==> src/rlps_pkg.sv <==
`default_nettype none
// ----------------------------------------------------------------------------
// rlps_pkg
// Shared types, constants and register codes for the RGB LED pulse
// serializer.
// ----------------------------------------------------------------------------
package rlps_pkg;

  localparam int unsigned COLOR_W    = 24;
  localparam int unsigned COUNT_W    = 8;
  localparam int unsigned PULSE_W    = 16;
  localparam int unsigned LATCH_W    = 20;
  localparam int unsigned CFG_DATA_W = 20;
  localparam int unsigned CFG_IDX_W  = 2;
  localparam int unsigned BITPOS_W   = 5;

  localparam int unsigned TIMER_WIDTH_DEF = 20;

  // Reset values of the timing registers (10 ns ticks).
  localparam logic [PULSE_W-1:0] SHORT_RST = 16'd30;
  localparam logic [PULSE_W-1:0] LONG_RST  = 16'd109;
  localparam logic [LATCH_W-1:0] LATCH_RST = 20'd35000;

  // Index of the most significant color bit, sent first.
  localparam logic [BITPOS_W-1:0] TOP_BIT = 5'd23;

  typedef enum logic [CFG_IDX_W-1:0] {
    REG_SHORT = 2'd0,
    REG_LONG  = 2'd1,
    REG_LATCH = 2'd2
  } reg_idx_t;

  typedef enum logic {
    OP_TICK  = 1'b0,
    OP_START = 1'b1
  } op_t;

  typedef enum logic [1:0] {
    PH_IDLE  = 2'd0,
    PH_HIGH  = 2'd1,
    PH_LOW   = 2'd2,
    PH_LATCH = 2'd3
  } phase_t;

  // Classified item as it travels from the front end to the engine.
  typedef struct packed {
    op_t                kind;
    logic [COLOR_W-1:0] color;
    logic [COUNT_W-1:0] repeat_count;
  } item_t;

  // Queue to engine handshake.
  typedef struct packed {
    logic  valid;
    item_t item;
  } queue_head_t;

endpackage
`default_nettype wire

==> src/rlps_cmd_if.sv <==
`default_nettype none
// ----------------------------------------------------------------------------
// rlps_cmd_if
// Input channel: valid/ready handshake with operation, color and count.
// ----------------------------------------------------------------------------
interface rlps_cmd_if;
  logic                        valid;
  logic                        ready;
  logic                        operation;
  logic [rlps_pkg::COLOR_W-1:0] color;
  logic [rlps_pkg::COUNT_W-1:0] repeat_count;

  modport source (output valid, operation, color, repeat_count, input ready);
  modport sink   (input valid, operation, color, repeat_count, output ready);
endinterface
`default_nettype wire

==> src/rlps_rsp_if.sv <==
`default_nettype none
// ----------------------------------------------------------------------------
// rlps_rsp_if
// Result channel: valid/ready handshake with line level and status flags.
// ----------------------------------------------------------------------------
interface rlps_rsp_if;
  logic valid;
  logic ready;
  logic line_level;
  logic busy_res;
  logic start_accepted;

  modport source (output valid, line_level, busy_res, start_accepted, input ready);
  modport sink   (input valid, line_level, busy_res, start_accepted, output ready);
endinterface
`default_nettype wire

==> src/rlps_front.sv <==
`default_nettype none
// ----------------------------------------------------------------------------
// rlps_front
// Accepts input transactions, classifies them and holds them in a
// two-entry queue for the engine.
// ----------------------------------------------------------------------------
module rlps_front (
  input  wire logic                  clk,
  input  wire logic                  rst,
  rlps_cmd_if.sink                   cmd,
  output rlps_pkg::queue_head_t      head,
  input  wire logic                  pop
);

  rlps_pkg::item_t mem [2];
  logic            wr_ptr;
  logic            rd_ptr;
  logic [1:0]      count;
  logic            push;
  rlps_pkg::item_t incoming;

  assign cmd.ready = (count != 2'd2);
  assign push      = cmd.valid && cmd.ready;

  always_comb begin
    incoming.kind         = cmd.operation ? rlps_pkg::OP_START : rlps_pkg::OP_TICK;
    incoming.color        = cmd.color;
    incoming.repeat_count = cmd.repeat_count;
  end

  always_ff @(posedge clk) begin
    if (push) begin
      mem[wr_ptr] <= incoming;
    end
  end

  always_ff @(posedge clk) begin
    if (rst) begin
      wr_ptr <= 1'b0;
      rd_ptr <= 1'b0;
      count  <= 2'd0;
    end else begin
      if (push) begin
        wr_ptr <= ~wr_ptr;
      end
      if (pop) begin
        rd_ptr <= ~rd_ptr;
      end
      case ({push, pop})
        2'b10:   count <= count + 2'd1;
        2'b01:   count <= count - 2'd1;
        default: count <= count;
      endcase
    end
  end

  // valid flag in front of the oldest queued item
  assign head = {(count != 2'd0), mem[rd_ptr]};

endmodule
`default_nettype wire

==> src/rlps_engine.sv <==
`default_nettype none
// ----------------------------------------------------------------------------
// rlps_engine
// Executes one queued item per cycle when the result register is free:
// bit/latch sequencer, pulse timer, timing registers and the result register.
// ----------------------------------------------------------------------------
module rlps_engine #(
  parameter int unsigned TIMER_WIDTH = rlps_pkg::TIMER_WIDTH_DEF
) (
  input  wire logic                             clk,
  input  wire logic                             rst,
  input  wire logic                             cfg_we,
  input  wire logic [rlps_pkg::CFG_IDX_W-1:0]   cfg_index,
  input  wire logic [rlps_pkg::CFG_DATA_W-1:0]  cfg_data,
  input  wire rlps_pkg::queue_head_t            head,
  output logic                                  pop,
  rlps_rsp_if.source                            rsp
);

  localparam logic [31:0] TMAX = 32'hFFFF_FFFF >> (32 - TIMER_WIDTH);

  // Timing registers
  logic [rlps_pkg::PULSE_W-1:0] short_ticks;
  logic [rlps_pkg::PULSE_W-1:0] long_ticks;
  logic [rlps_pkg::LATCH_W-1:0] latch_ticks;

  // Sequencer state
  rlps_pkg::phase_t              phase, phase_next;
  logic [rlps_pkg::COLOR_W-1:0]  color_shift, color_shift_next;
  logic [rlps_pkg::COLOR_W-1:0]  saved_color, saved_color_next;
  logic [rlps_pkg::BITPOS_W-1:0] bit_position, bit_position_next;
  logic [rlps_pkg::COUNT_W-1:0]  copies_left, copies_left_next;
  logic [TIMER_WIDTH-1:0]        tick_timer, tick_timer_next;
  logic                          accepted;

  // Result register
  logic out_valid;
  logic out_line, out_line_next;
  logic out_busy, out_busy_next;
  logic out_acc;

  logic [TIMER_WIDTH-1:0] t_dec;

  function automatic logic [TIMER_WIDTH-1:0] load_count(
    input logic [rlps_pkg::LATCH_W-1:0] v
  );
    logic [31:0] x;
    x = {{(32 - rlps_pkg::LATCH_W){1'b0}}, v};
    if (x == 32'd0) x = 32'd1;
    if (x > TMAX) x = TMAX;
    return x[TIMER_WIDTH-1:0];
  endfunction

  function automatic logic [rlps_pkg::LATCH_W-1:0] widen(
    input logic [rlps_pkg::PULSE_W-1:0] v
  );
    return {{(rlps_pkg::LATCH_W - rlps_pkg::PULSE_W){1'b0}}, v};
  endfunction

  assign pop = head.valid && (!out_valid || rsp.ready);

  always_ff @(posedge clk) begin
    if (rst) begin
      short_ticks <= rlps_pkg::SHORT_RST;
      long_ticks  <= rlps_pkg::LONG_RST;
      latch_ticks <= rlps_pkg::LATCH_RST;
    end else if (cfg_we) begin
      case (cfg_index)
        rlps_pkg::REG_SHORT: short_ticks <= cfg_data[rlps_pkg::PULSE_W-1:0];
        rlps_pkg::REG_LONG:  long_ticks  <= cfg_data[rlps_pkg::PULSE_W-1:0];
        rlps_pkg::REG_LATCH: latch_ticks <= cfg_data[rlps_pkg::LATCH_W-1:0];
        default: ;
      endcase
    end
  end

  // Next state
  always_comb begin
    phase_next        = phase;
    color_shift_next  = color_shift;
    saved_color_next  = saved_color;
    bit_position_next = bit_position;
    copies_left_next  = copies_left;
    tick_timer_next   = tick_timer;
    accepted          = 1'b0;
    t_dec             = tick_timer;

    if (pop) begin
      if (head.item.kind == rlps_pkg::OP_START) begin
        if (phase == rlps_pkg::PH_IDLE) begin
          accepted         = 1'b1;
          saved_color_next = head.item.color;
          color_shift_next = head.item.color;
          copies_left_next = head.item.repeat_count;
          if (head.item.repeat_count != '0) begin
            bit_position_next = rlps_pkg::TOP_BIT;
            phase_next        = rlps_pkg::PH_HIGH;
            tick_timer_next   = load_count(head.item.color[rlps_pkg::COLOR_W-1] ?
                                           widen(long_ticks) : widen(short_ticks));
          end else begin
            bit_position_next = '0;
            phase_next        = rlps_pkg::PH_LATCH;
            tick_timer_next   = load_count(latch_ticks);
          end
        end
      end else if (phase != rlps_pkg::PH_IDLE) begin
        if (tick_timer != '0) t_dec = tick_timer - 1'b1;
        tick_timer_next = t_dec;
        if (t_dec == '0) begin
          case (phase)
            rlps_pkg::PH_HIGH: begin
              phase_next      = rlps_pkg::PH_LOW;
              tick_timer_next = load_count(color_shift[rlps_pkg::COLOR_W-1] ?
                                           widen(short_ticks) : widen(long_ticks));
            end
            rlps_pkg::PH_LOW: begin
              if (bit_position != '0) begin
                bit_position_next = bit_position - 1'b1;
                color_shift_next  = {color_shift[rlps_pkg::COLOR_W-2:0], 1'b0};
                phase_next        = rlps_pkg::PH_HIGH;
                tick_timer_next   = load_count(color_shift[rlps_pkg::COLOR_W-2] ?
                                               widen(long_ticks) : widen(short_ticks));
              end else if (copies_left > 8'd1) begin
                copies_left_next  = copies_left - 1'b1;
                color_shift_next  = saved_color;
                bit_position_next = rlps_pkg::TOP_BIT;
                phase_next        = rlps_pkg::PH_HIGH;
                tick_timer_next   = load_count(saved_color[rlps_pkg::COLOR_W-1] ?
                                               widen(long_ticks) : widen(short_ticks));
              end else begin
                copies_left_next = '0;
                color_shift_next = {color_shift[rlps_pkg::COLOR_W-2:0], 1'b0};
                phase_next       = rlps_pkg::PH_LATCH;
                tick_timer_next  = load_count(latch_ticks);
              end
            end
            rlps_pkg::PH_LATCH: begin
              phase_next      = rlps_pkg::PH_IDLE;
              tick_timer_next = '0;
            end
            default: ;
          endcase
        end
      end
    end
  end

  // Outputs follow the phase after this item
  always_comb begin
    out_line_next = (phase_next == rlps_pkg::PH_HIGH);
    out_busy_next = (phase_next != rlps_pkg::PH_IDLE);
  end

  always_ff @(posedge clk) begin
    if (rst) begin
      phase        <= rlps_pkg::PH_IDLE;
      color_shift  <= '0;
      saved_color  <= '0;
      bit_position <= '0;
      copies_left  <= '0;
      tick_timer   <= '0;
      out_valid    <= 1'b0;
    end else begin
      phase        <= phase_next;
      color_shift  <= color_shift_next;
      saved_color  <= saved_color_next;
      bit_position <= bit_position_next;
      copies_left  <= copies_left_next;
      tick_timer   <= tick_timer_next;
      if (pop) begin
        out_valid <= 1'b1;
      end else if (rsp.ready) begin
        out_valid <= 1'b0;
      end
    end
  end

  always_ff @(posedge clk) begin
    if (pop) begin
      out_line <= out_line_next;
      out_busy <= out_busy_next;
      out_acc  <= accepted;
    end
  end

  assign rsp.valid          = out_valid;
  assign rsp.line_level     = out_line;
  assign rsp.busy_res       = out_busy;
  assign rsp.start_accepted = out_acc;

endmodule
`default_nettype wire

==> src/rgb_led_pulse_serializer_top.sv <==
`default_nettype none
// ----------------------------------------------------------------------------
// rgb_led_pulse_serializer_top
// One-wire addressable LED line driver: front-end queue plus pulse engine.
// ----------------------------------------------------------------------------
// Each result passes the front-end queue, then the engine's result register.
// Throughput: one transaction per cycle while results drain; the engine retires
//   one queued item per clock whenever its result register is free or drained.
// Reset (rst, synchronous, active high): queue empty, engine idle,
//   timing registers back to 30 / 109 / 35000 ticks.
// ----------------------------------------------------------------------------
module rgb_led_pulse_serializer_top #(
  parameter int unsigned TIMER_WIDTH = rlps_pkg::TIMER_WIDTH_DEF
) (
  input  wire logic                             clk,
  input  wire logic                             rst,
  // Configuration write port: index 0 short, 1 long, 2 latch ticks
  input  wire logic                             cfg_we,
  input  wire logic [rlps_pkg::CFG_IDX_W-1:0]   cfg_index,
  input  wire logic [rlps_pkg::CFG_DATA_W-1:0]  cfg_data,
  // Item and result channels
  rlps_cmd_if.sink                              cmd,
  rlps_rsp_if.source                            rsp
);

  // Head of the queue and the pop strobe from the engine
  rlps_pkg::queue_head_t head;
  logic                  pop;

  // Front end: takes a transaction whenever the two-entry queue has room,
  // so it keeps accepting while a result waits in the engine's output.
  rlps_front u_front (
    .clk  (clk),
    .rst  (rst),
    .cmd  (cmd),
    .head (head),
    .pop  (pop)
  );

  // Engine: one item per cycle whenever the result register is free.
  // Tick items decrement the pulse timer; a part that runs out hands over
  // to the next high/low part, the next copy, or the latch period.
  rlps_engine #(
    .TIMER_WIDTH (TIMER_WIDTH)
  ) u_engine (
    .clk       (clk),
    .rst       (rst),
    .cfg_we    (cfg_we),
    .cfg_index (cfg_index),
    .cfg_data  (cfg_data),
    .head      (head),
    .pop       (pop),
    .rsp       (rsp)
  );

endmodule
`default_nettype wire
==> src/flat_wrapper.sv <==
// flat-port wrapper written by rule: the top's interface ports become plain ports
module rgb_led_pulse_serializer_top_flat 
#(
  parameter int unsigned TIMER_WIDTH = rlps_pkg::TIMER_WIDTH_DEF
)
  (clk, rst, cfg_we, cfg_index, cfg_data, cmd_valid, cmd_operation, cmd_color, cmd_repeat_count, cmd_ready, rsp_valid, rsp_line_level, rsp_busy_res, rsp_start_accepted, rsp_ready);
  rlps_cmd_if cmd_i ();
  rlps_rsp_if rsp_i ();
  input  wire logic clk;
  input  wire logic rst;
  input  wire logic cfg_we;
  input  wire logic [rlps_pkg::CFG_IDX_W-1:0] cfg_index;
  input  wire logic [rlps_pkg::CFG_DATA_W-1:0] cfg_data;
  input wire logic [$bits(cmd_i.valid)-1:0] cmd_valid;
  input wire logic [$bits(cmd_i.operation)-1:0] cmd_operation;
  input wire logic [$bits(cmd_i.color)-1:0] cmd_color;
  input wire logic [$bits(cmd_i.repeat_count)-1:0] cmd_repeat_count;
  output wire logic [$bits(cmd_i.ready)-1:0] cmd_ready;
  output wire logic [$bits(rsp_i.valid)-1:0] rsp_valid;
  output wire logic [$bits(rsp_i.line_level)-1:0] rsp_line_level;
  output wire logic [$bits(rsp_i.busy_res)-1:0] rsp_busy_res;
  output wire logic [$bits(rsp_i.start_accepted)-1:0] rsp_start_accepted;
  input wire logic [$bits(rsp_i.ready)-1:0] rsp_ready;
  assign cmd_i.valid = cmd_valid;
  assign cmd_i.operation = cmd_operation;
  assign cmd_i.color = cmd_color;
  assign cmd_i.repeat_count = cmd_repeat_count;
  assign cmd_ready = cmd_i.ready;
  assign rsp_valid = rsp_i.valid;
  assign rsp_line_level = rsp_i.line_level;
  assign rsp_busy_res = rsp_i.busy_res;
  assign rsp_start_accepted = rsp_i.start_accepted;
  assign rsp_i.ready = rsp_ready;
  rgb_led_pulse_serializer_top #(.TIMER_WIDTH(TIMER_WIDTH)) u_core (.clk(clk), .rst(rst), .cfg_we(cfg_we), .cfg_index(cfg_index), .cfg_data(cfg_data), .cmd(cmd_i), .rsp(rsp_i));
endmodule
==> config.mk <==
export PLATFORM = sky130hd
export DESIGN_NAME = rgb_led_pulse_serializer_top_flat
export DESIGN_NICKNAME = d
export VERILOG_FILES = /design/src/rlps_pkg.sv /design/src/rlps_cmd_if.sv /design/src/rlps_rsp_if.sv /design/src/rlps_front.sv /design/src/rlps_engine.sv /design/src/rgb_led_pulse_serializer_top.sv /design/src/flat_wrapper.sv
export SDC_FILE = /design/constraint.sdc
export NUM_CORES = 1
export LEC_CHECK = 0
export ABC_AREA = 1
export BUFFER_PORTS_ARGS = -buffer_cell sky130_fd_sc_hd__clkbuf_2
export CORE_MARGIN = 4
export CORE_UTILIZATION = 55
export DETAILED_ROUTE_END_ITERATION = 16
export PLACE_DENSITY = 0.75
export SYNTH_ARGS = -nofsm -noshare
export SYNTH_HDL_FRONTEND = slang
export SYNTH_SLANG_ARGS = --single-unit
==> constraint.sdc <==
create_clock -name clk -period 2.8 [get_ports clk]
set_input_delay 0.42 -clock clk [delete_from_list [all_inputs] [get_ports clk]]
set_output_delay 0.42 -clock clk [all_outputs]
set_load 0.01 [all_outputs]
==> impl.org <==
** Outcome
- The run finished with clean final reports.

** Clocking
- Buffers inserted during clock tree synthesis total 23.
- The clock net in this run drives a total of 210 sinks.
- Root buffer cell :: sky130_fd_sc_hd__clkbuf_16
- Clk buf depth :: 3
- Count of H-tree levels built during CTS :: 1
- At the later pin of the worst-skew pair, clock insertion delay measures between 500 and 600 ps.
- TritonCTS built the clock tree.
- Clock-pin slew was measured on the worst setup and hold paths at approximately 60 ps.

** Final layout
- Compared with the post-synthesis result, the final layout area differs by 12.6%.
- The number of antenna diodes in the final layout is 0.
- Final cell count without fillers :: approximately 1,900
- The final layout contains around 1,700 nets.
- The library cell used most frequently in the layout, excluding fill and tap cells, is sky130_fd_sc_hd__nand2_1.
- Top library cells by usage in the layout, fill and taps aside :: sky130_fd_sc_hd__nand2_1 (406), sky130_fd_sc_hd__o21ai_0 (199), sky130_fd_sc_hd__a21oi_1 (147), sky130_fd_sc_hd__inv_1 (146), sky130_fd_sc_hd__dfxtp_1 (141)
- Layout cells sized above 1 :: 0.120
- In the final layout, the multi-input gates occupy 5540 sq um.
- Fill cells in the final layout number between 1,500 and 2,000.
- Measured on the finished design, the core utilization comes to 0.630.
- Summing all flip-flop and latch instances after layout gives slightly below 5000 sq um.

** Floorplanning
- Row count :: 52
- The region available for standard cell placement spans a little over 20,000 sq um.
- The die is about 150 microns wide.
- The initial utilization of the core area, before any placement, comes to 0.560.
- 65 I/O pins were placed.
- Full die area :: 23,000 sq um
- The die is between 150 and 200 microns tall.

** Setup path
- STA classifies the critical path startpoint as a flop.
- STA classifies the critical path endpoint as a flop.
- Worst Path Required :: a little over 3000 ps
- STA puts the critical path data arrival time at a little under 3000 ps.
- Category of the most critical setup path :: reg2reg
- Crit Path Max Fanout :: 14

** Synthesis
- Count of unique library cells instantiated by Yosys :: 44
- The number of nets in the synthesized netlist is ~1,600.
- A synthesized cell averages between 7 and 8 sq um.
- In this run, synthesis produced a sequential element count of 210.
- Among all flip-flop cells after synthesis, the most frequent one is sky130_fd_sc_hd__dfxtp_1.
- Yosys mapped a number of flops with a built-in enable equal to a little under 70.
- In the synthesized netlist the async set-or-reset flop fraction comes to 0.
- The share of the Yosys chip area taken by registers is 0.432.
- Cells after Synth :: 1,577
- Cell Area, Synth :: around 11,000 sq um
- Number of warnings reported in the yosys synthesis log :: 0

** Hold path
- The worst hold path begins at cmd_color[20].
- Class of the tightest hold or removal check :: in2reg

** Global route
- Entering global routing, the biggest net connects 46 pins.
- Global-route layer with the greatest usage :: met2
- All-layer global routing usage :: 0.283
- GRT Residual Overflow :: 0
- Wire length of the first global-routing pass :: between 50,000 and 60,000 microns
- For this run, global-route usage on met2 was measured as 0.497.
- Met1 usage in global routing :: 0.358
- The number of antenna violations at the first check in global routing came to 0.
- Global routing met3 resource utilization :: 0.0360
- The number of global-route vias before repair was between 10,000 and 15,000.

** Placement
- The wire-length estimate of the detail-placed layout is 23,500 microns.
- Routability Congestion :: 0.989
- Port Buffers :: 64
- Total placed cells including tap cells :: 1,874
- Worst Setup Slack post-DPL :: about 52 ps

** Route
- After detailed routing, the number of vias per cell comes to approximately 5.7.
- Detailed-router iteration count before antenna repair :: 5
- Violation count after the first detailed-routing iteration :: 869
- Total wire length :: ~32,000 microns
- After detailed routing, the number of remaining DRC violations is 0.
- Routed via count :: between 10,000 and 15,000
- After detailed routing, the average wire length per cell comes to between 15 and 20 microns.
- Number of routed nets with antenna violations :: 0

** Run
- Max-cap violations in this run came to 0.

** Pwr
- Maximum ir drop on the vdd rail :: 0.000765 V
- Power Density :: ~1400 nW/um^2
- For this design the static power due to leakage is 5.39 nW.
- Power comes to 0.0172 W.

** STA
- Of the available clock period, the critical path in the final layout requires 0.944.
- Measured against its own limit, the worst slew margin works out to 0.588.
- The final number of max-transition violations is 0.
- Setup repair after global routing could not meet its margin everywhere.
- Setup slack on the critical path of the routed design comes to 157 ps.
- The final hold violation count is 0.
- Highest Clock Rate :: 378 MHz
- Setup violations remaining at the end of the flow were counted as 0.
- For the final database, setup skew stands at 11.9 ps.
- Transition at the pin with the smallest max-transition slack :: roughly 600 ps
- For the finished layout, the period the worst path requires is approximately 2600 ps.
- Worst hold margin :: 78.1 ps
synth_stat cells, types with 4 or more instances:
cell / count / share of area
sky130_fd_sc_hd__buf_1: 4 / 0.0013
sky130_fd_sc_hd__a21oi_1: 147 / 0.065
sky130_fd_sc_hd__o211ai_1: 21 / 0.014
sky130_fd_sc_hd__nor2_2: 4 / 0.0022
sky130_fd_sc_hd__nand2_1: 408 / 0.14
sky130_fd_sc_hd__ha_1: 7 / 0.0077
sky130_fd_sc_hd__xor2_1: 10 / 0.0077
sky130_fd_sc_hd__nor2_1: 128 / 0.042
sky130_fd_sc_hd__nand4_1: 22 / 0.012
sky130_fd_sc_hd__dfxtp_1: 141 / 0.25
sky130_fd_sc_hd__nor2_4: 4 / 0.0040
sky130_fd_sc_hd__or2_2: 5 / 0.0028
sky130_fd_sc_hd__nor4_1: 4 / 0.0022
sky130_fd_sc_hd__clkbuf_1: 71 / 0.024
sky130_fd_sc_hd__nand2_2: 8 / 0.0044
sky130_fd_sc_hd__o221ai_1: 10 / 0.0077
sky130_fd_sc_hd__o21ai_0: 199 / 0.088
sky130_fd_sc_hd__buf_2: 5 / 0.0022
sky130_fd_sc_hd__a31oi_1: 6 / 0.0033
sky130_fd_sc_hd__a211oi_1: 6 / 0.0040
sky130_fd_sc_hd__inv_1: 147 / 0.049
sky130_fd_sc_hd__clkinv_1: 4 / 0.0013
sky130_fd_sc_hd__nor3_1: 13 / 0.0057
sky130_fd_sc_hd__edfxtp_1: 69 / 0.18
sky130_fd_sc_hd__nand3_2: 12 / 0.011
sky130_fd_sc_hd__o21a_1: 23 / 0.015
sky130_fd_sc_hd__nand3_1: 71 / 0.031
cell type report:
type,count,share of cell area
Sequential cell,210,0.384
Inverter,153,0.0450
Clock buffer,31,0.0499
Multi-Input combinational cell,1130,0.434
Clock inverter,11,0.00500
Tap cell,270,0.0265
Timing Repair Buffer,113,0.0553
per-layer routing:
| layer | wire [microns] | share of wire |
|---|---|---|
| met2 | 15600 | 0.48 |
| met1 | 13400 | 0.42 |
| met3 | 2050 | 0.064 |
| met4 | 1210 | 0.038 |
| met5 | 0 | 0 |
metrics by stage:
stage / TNS, ps / area (sq um)
2_1_floorplan: 0 / 11300
3_5_place_dp: 0 / 12000
4_1_cts: 0 / 12700
5_1_grt: -42.8 / 12700
3_3_place_gp: 0 / 12000
6_report: 0 / 12700
final timing paths:
path,to,slack (ps),cells past startpoint
min,u_core.u_front.mem[1][28]$_DFFE_PP_,80,1
max,u_core.u_engine.rsp.busy_res$_DFFE_PP_,160,9
max reg2reg,u_core.u_engine.rsp.busy_res$_DFFE_PP_,160,9
min reg2reg,u_core.u_engine.saved_color[17]$_SDFFE_PP0P_,450,2
report_power, final:
| group | switching (W) | internal [W] |
|---|---|---|
| clock | 0.00126 | 0.00160 |
| sequential | 0.000398 | 0.00382 |
| combinational | 0.00698 | 0.00318 |
| total | 0.00863 | 0.00860 |
flip-flops by register name, indices dropped and copies added (netlist names), 2 cells and up, named ones only:
register	cells
u_core.u_engine.tick_timer	20
u_core.u_engine.saved_color	24
u_core.u_engine.long_ticks	16
u_core.u_engine.short_ticks	16
u_core.u_engine.latch_ticks	20
u_core.u_front.mem	66
u_core.u_engine.copies_left	8
u_core.u_engine.color_shift	24
u_core.u_front.count	2
u_core.u_engine.phase	2
u_core.u_engine.bit_position	5
cell families after synthesis:
kind of cell | synth area share
and+or+nand+nor | 0.263
AOI/OAI and AO/OA | 0.203
buffers and inverters | 0.0845
DFF | 0.432
xor gates and xnor gates | 0.00928
adders and majority gates | 0.00773
muxes | 0.000884
timing repair:
item	CTS	global route
resized for setup	0	9
endpoints found under the hold margin	0	0
setup buffers	0	0
setup endpoints to repair	0	46
hold buffers	0	0
critical path: stages, from the launching register on:
cell and delay [ps]:
sky130_fd_sc_hd__dfxtp_1 340, sky130_fd_sc_hd__inv_1 310, sky130_fd_sc_hd__nand2_1 120, sky130_fd_sc_hd__nand2_2 220
sky130_fd_sc_hd__clkinv_1 340, sky130_fd_sc_hd__buf_4 310, sky130_fd_sc_hd__nor2_1 370, sky130_fd_sc_hd__o21ai_0 150
sky130_fd_sc_hd__nand2_1 140, sky130_fd_sc_hd__nand3_1 80
Note: power is estimated with default switching activity, not from simulation.
